<file path="src/rtl/brb_pkg.sv">
package brb_pkg;

    // Storage geometry
    localparam int DEPTH        = 1024;
    localparam int ADDR_W       = $clog2(DEPTH);
    localparam int CAP_W        = ADDR_W + 1;
    localparam int MAX_TRANSFER = 64;
    localparam int LEN_W        = 7;
    localparam int OP_W         = 2;
    localparam int STATUS_W     = 3;

    // Operation codes of an input transaction
    localparam logic [OP_W-1:0] OP_HEADER = 2'd0;
    localparam logic [OP_W-1:0] OP_BYTE   = 2'd1;
    localparam logic [OP_W-1:0] OP_READ   = 2'd2;
    localparam logic [OP_W-1:0] OP_CLEAR  = 2'd3;

    // Result status codes
    localparam logic [STATUS_W-1:0] ST_OK         = 3'd0;
    localparam logic [STATUS_W-1:0] ST_NOROOM     = 3'd1;
    localparam logic [STATUS_W-1:0] ST_NODATA     = 3'd2;
    localparam logic [STATUS_W-1:0] ST_PENDING    = 3'd3;
    localparam logic [STATUS_W-1:0] ST_UNEXPECTED = 3'd4;

    // Commands from the controller to the datapath
    typedef struct packed {
        logic take_item;
        logic take_cfg;
        logic rd_issue;
        logic rd_load;
    } brb_cmd_t;

    // Status from the datapath to the controller
    typedef struct packed {
        logic burst;
        logic out_free;
        logic rd_last;
    } brb_sts_t;

    // Step a pointer by one and wrap it at the capacity.
    function automatic logic [ADDR_W-1:0] advance(input logic [ADDR_W-1:0] p,
                                                  input logic [CAP_W-1:0] cap);
        logic [CAP_W-1:0] n;
        n = {1'b0, p} + CAP_W'(1);
        return (n >= cap) ? '0 : n[ADDR_W-1:0];
    endfunction

    // Clamp a written capacity to the range 1..DEPTH.
    function automatic logic [CAP_W-1:0] clamp_cap(input logic [CAP_W-1:0] c);
        logic [CAP_W-1:0] r;
        r = c;
        if (c == '0) begin
            r = CAP_W'(1);
        end else if (c > CAP_W'(DEPTH)) begin
            r = CAP_W'(DEPTH);
        end
        return r;
    endfunction

endpackage

</file>
<file path="src/rtl/brb_ctrl.sv">
module brb_ctrl (
    input  logic              aclk,
    input  logic              aresetn,
    input  logic              s_valid,
    output logic              s_ready,
    input  logic              cfg_valid,
    output logic              cfg_ready,
    input  brb_pkg::brb_sts_t sts,
    output brb_pkg::brb_cmd_t cmd
);

    typedef enum logic [1:0] {
        IDLE,
        RD_ISSUE,
        RD_WAIT
    } state_t;

    state_t state_reg;
    state_t state_next;

    // Handshakes are only taken while no read burst is running.
    always_comb begin
        cfg_ready     = (state_reg == IDLE);
        s_ready       = (state_reg == IDLE) && !cfg_valid && sts.out_free;
        cmd.take_cfg  = cfg_valid && cfg_ready;
        cmd.take_item = s_valid && s_ready;
        cmd.rd_issue  = (state_reg == RD_ISSUE);
        cmd.rd_load   = (state_reg == RD_WAIT) && sts.out_free;
    end

    // Next state: a successful read runs one issue and one load per byte.
    always_comb begin
        state_next = state_reg;
        unique case (state_reg)
            IDLE: begin
                if (cmd.take_item && sts.burst) begin
                    state_next = RD_ISSUE;
                end
            end
            RD_ISSUE: begin
                state_next = RD_WAIT;
            end
            RD_WAIT: begin
                if (sts.out_free) begin
                    state_next = sts.rd_last ? IDLE : RD_ISSUE;
                end
            end
            default: begin
                state_next = IDLE;
            end
        endcase
    end

    always_ff @(posedge aclk) begin
        if (!aresetn) begin
            state_reg <= IDLE;
        end else begin
            state_reg <= state_next;
        end
    end

endmodule

</file>
<file path="config.mk">
export PLATFORM = sky130hd
export DESIGN_NAME = brb_ctrl
export DESIGN_NICKNAME = d
export VERILOG_FILES = /design/src/rtl/brb_pkg.sv /design/src/rtl/brb_ctrl.sv
export SDC_FILE = /design/constraint.sdc
export NUM_CORES = 1
export LEC_CHECK = 0
export BUFFER_PORTS_ARGS = -buffer_cell sky130_fd_sc_hd__buf_2
export CORE_AREA = 2 2 39 41
export DETAILED_ROUTE_END_ITERATION = 7
export DIE_AREA = 0 0 41 43
export GPL_TIMING_DRIVEN = 0
export SETUP_SLACK_MARGIN = 0.15
export SYNTH_ARGS = -nofsm -noshare
export SYNTH_HDL_FRONTEND = slang
export SYNTH_SLANG_ARGS = --single-unit
export TNS_END_PERCENT = 30
</file>
<file path="constraint.sdc">
create_clock -name aclk -period 1.4 [get_ports aclk]
set_input_delay 0.28 -clock aclk [delete_from_list [all_inputs] [get_ports aclk]]
set_output_delay 0.28 -clock aclk [all_outputs]
set_load 0.02 [all_outputs]
</file>
* Yosys cells after proc, flatten, opt, wreduce, memory -nomap -nowiden
Cells that the tools add are included.
** Cells by class
- Eq/ne operators :: 4
- Mux-type cells :: 4
- Reduce and logical (&&, ||, !) cells :: 9
** Operator list (count)
- 1-bit logical AND :: 6
- 2-bit case mux with 3 select lines :: 1
- 2-bit two-way mux :: 2
- 2-bit by 1-bit == test with 1-bit output, second input constant :: 1
- 2-bit == test, second input constant :: 1
- 2-bit logical NOT :: 1
- 2-bit by 1-bit inequality test with 1-bit output, second input constant :: 1
- 2-bit inequality test, second input constant :: 1
- 2-bit AND reduction :: 1
- 1-bit logical NOT :: 1
- 1-bit two-way mux :: 1
** Word-level totals
- Register bits :: 2
- Bits of input ports :: 7
- Output and inout bits :: 6
- Word-level logic and storage cells :: 18

* Depth between registers and ports, before layout
- Word-level depth :: 7
- Gate-level depth with buffers :: 2

* Worst setup path before layout
Ideal clock, no wire load.
- Path type :: register to output
- From :: reg state_reg[0]
- To :: out cmd[3] (netlist name)
- Arrival time :: 1.193 ns
- Required time :: 1.120 ns
- Slack :: -0.073 ns
- Cell stages (with the launch flop) :: 3
- Buffers on the path :: 0
- Cell sequence :: dfxtp_1 nor4b_2 and2_1
** RTL lines
- start: declaration :: line brb_ctrl.sv:18 : state_t state_reg;
- start signal: assignment :: line brb_ctrl.sv:58 : state_reg <= state_next;
- end: declaration :: line brb_ctrl.sv:9 : output brb_pkg::brb_cmd_t cmd

==> flow_summary_export.csv <==
group,metric,value,unit
status,status,"complete, no violations",
timing,setup_viol,0,
setup_path,crit_arrival,1.11,ns
power_and_ir_drop,ir_drop,0.142,mV
layout,largest_reg_flops,2,
die,initial_core_util,0.101,
cts,cts_tree,"yes",
route,avgRoutedWirePerCell,8.56,um
setup_path,r2r_cells,4,
job,cap_violations,0,
global_routing,antenna_found_initial,0,
global_routing,grt_pass1_wl,627,um
synth,yosysUniqueCellTypes,13,
setup_path,start_kind,"flip-flop",
cts,clock_latency,0.22,ns
timing,slew_headroom,0.857,
die,core_area,1380,um^2
timing,report.final.hold_viol_count,0,
synth,synth_top_area_frac,0.286,
synth,syn_area,140,um^2
layout,drive_gt1_frac,0.813,
die,fp.dieH,43,um
setup_path,critPathRequiredTime,1.12,ns
global_routing,grt_max_degree,7,
setup_path,cp-end-kind,"output pin",
worst_hold_path,hold_path.class,"in -> reg",
timing,maxSlewViolCount,0,
synth,yosysWarnings,0,
layout,nets,41,
timing,fin_crit_sh,0.994,
timing,fmax,719,MHz
global_routing,overflow,0,
cts,cts_root_buffer,"clkbuf_4",
timing,fin_setup_tns,0,ns
timing,fin_crit,1.39,ns
timing,setup_slack,0.00872,ns
place,portBuffers,12,
cts,cts_sinks,2,
timing,rsz0062_at_grt,"true",
cts,numCtsBuffers,3,
place,dp_slack,0.112,ns
power_and_ir_drop,pwr_density_cell,734,nW/um^2
route,via_per_inst,3.60,
place,gp_congestion,0.515,
worst_hold_path,hp-start,"aresetn",
synth,synth_top_area_cell,"dfxtp_1",
route,num_vias,173,
setup_path,r2r_slack,0.41,ns
global_routing,grt_pass1_vias,188,
place,placed_area,233,um^2
route,drt_wl_total,411,um
die,io-pin-count,13,
timing,tightest_slew,0.214,ns
timing,skew,0.00232,ns
die,die_w,41,um
power_and_ir_drop,power.leakage,0.148,nW
synth,synth_seq_area_share,0.286,
setup_path,path_max_fanout,2,
timing,hold_slack,0.280,ns
synth,syn_area_per_cell,9.34,um^2
cts,clkTransAtPathRegs,0.03,ns
worst_hold_path,whs_path_depth,2,
route,first_iter_violations,2,
layout,diodes,0,
global_routing,grtUsageTotal,0.0611,
route,drc,0,
die,dieArea,1760,um^2
setup_path,regToRegEndpoint,"state_reg[0]",
route,drtAntennaViolNets,0,
synth,synthTopCellsByArea,"dfxtp_1, nor4b_2, and2_1, nand4bb_1, and3b_2",
layout,area_growth,130,%
route,dr.pass1.iters,2,
cts,cts.htree.levels,1,
cts,clock_path_buffers,2,
synth,synth_nets,22,
setup_path,worstSetupPathType,"reg -> out",
setup_path,regToRegStartpoint,"state_reg[1]",
synth,netlist_instances,15,
synth,ys_ff_latch,2,
layout,final_cell_area,323,um^2
worst_hold_path,min_to,"state_reg[1]",
die,row_count,14,
cts,hold_buffers,0,
[how the worst max path moves through the flow]
stage | slack (ns) | startpoint | end
6_report | 0.009 | state_reg[1] | cmd[3]
2_1_floorplan | 0.12 | state_reg[1] | cmd[3]
3_5_place_dp | 0.11 | cfg_valid | cmd[3]
3_3_place_gp | 0.12 | cfg_valid | cmd[3]
5_1_grt | -0.05 | state_reg[1] | cmd[3]
4_1_cts | -0.03 | state_reg[1] | cmd[3]
[what timing repair did]
| item | 4_1_cts | 5_1_grt |
|---|---|---|
| setup buffers | 2 | 0 |
| pin swaps | 4 | 2 |
| setup endpoints to repair | 5 | 6 |
| gates cloned | 0 | 0 |
| resized for setup | 13 | 4 |
[cells by family (layout without fill, tap and decap cells)]
group | after synthesis | count (layout) | synth area share
and+or+nand+nor | 10 | 10 | 0.571
buffers and inverters | 1 | 18 | 0.0536
AOI/OAI and AO/OA | 2 | 2 | 0.0893
DFF | 2 | 2 | 0.286
[critical path, stage by stage, from the launching register on]
cell     delay (ns)
dfxtp_4        0.34
nor4b_4        0.26
and2_4         0.18
buf_6          0.11
[cell type report]
| type | instances | area (um^2) |
|---|---|---|
| flip-flops and latches | 2 | 45.0 |
| clock buffers | 3 | 22.5 |
| well taps | 16 | 20.0 |
| fillers | 158 | 1060 |
| multi-input cells | 12 | 121 |
| plain buffers | 1 | 7.51 |
| repair buffers | 14 | 106 |
[per-layer routing]
layer	up-vias	global-route usage	wire length [um]
met5	-	0	0
met4	0	0.100	16
met3	2	0.0419	38
met2	8	0.0750	214
met1	75	0.0447	142
li1	88	-	-
[placed cells by master, fill, tap and decap left out]
master and instances:
a21oi_1 1, and2_4 2, and3b_2 1, buf_2 7, buf_4 3, buf_6 5
clkbuf_4 3, dfxtp_2 1, dfxtp_4 1, nand2b_1 1, nand3b_1 1, nand4bb_1 1
nor2_4 1, nor2b_4 1, nor3b_1 1, nor4b_4 1, o21a_1 1
[through the flow]
step	util	cells	power, mW
floorplan	-	15	0.0825
global placement	0.168	43	0.100
detailed placement	0.168	43	0.100
CTS	0.222	48	0.244
global route	0.233	48	0.253
finish	0.233	48	0.237
[cells in the mapped netlist]
library cell,instances
a21oi_1,1
and2_1,2
and3b_2,1
buf_4,1
dfxtp_1,2
nand2b_1,1
nand3b_1,1
nand4bb_1,1
nor2_1,1
nor2b_1,1
nor3b_1,1
nor4b_2,1
o21a_1,1
[power by group]
part,internal (mW),leakage (nW),switching (mW),total (mW)
Clock,0.0946,0.0138,0.0331,0.128
Combinational,0.0293,0.116,0.0212,0.0505
Sequential,0.0570,0.0175,0.00173,0.0587
No activity file was read; power rests on OpenSTA's default activity.
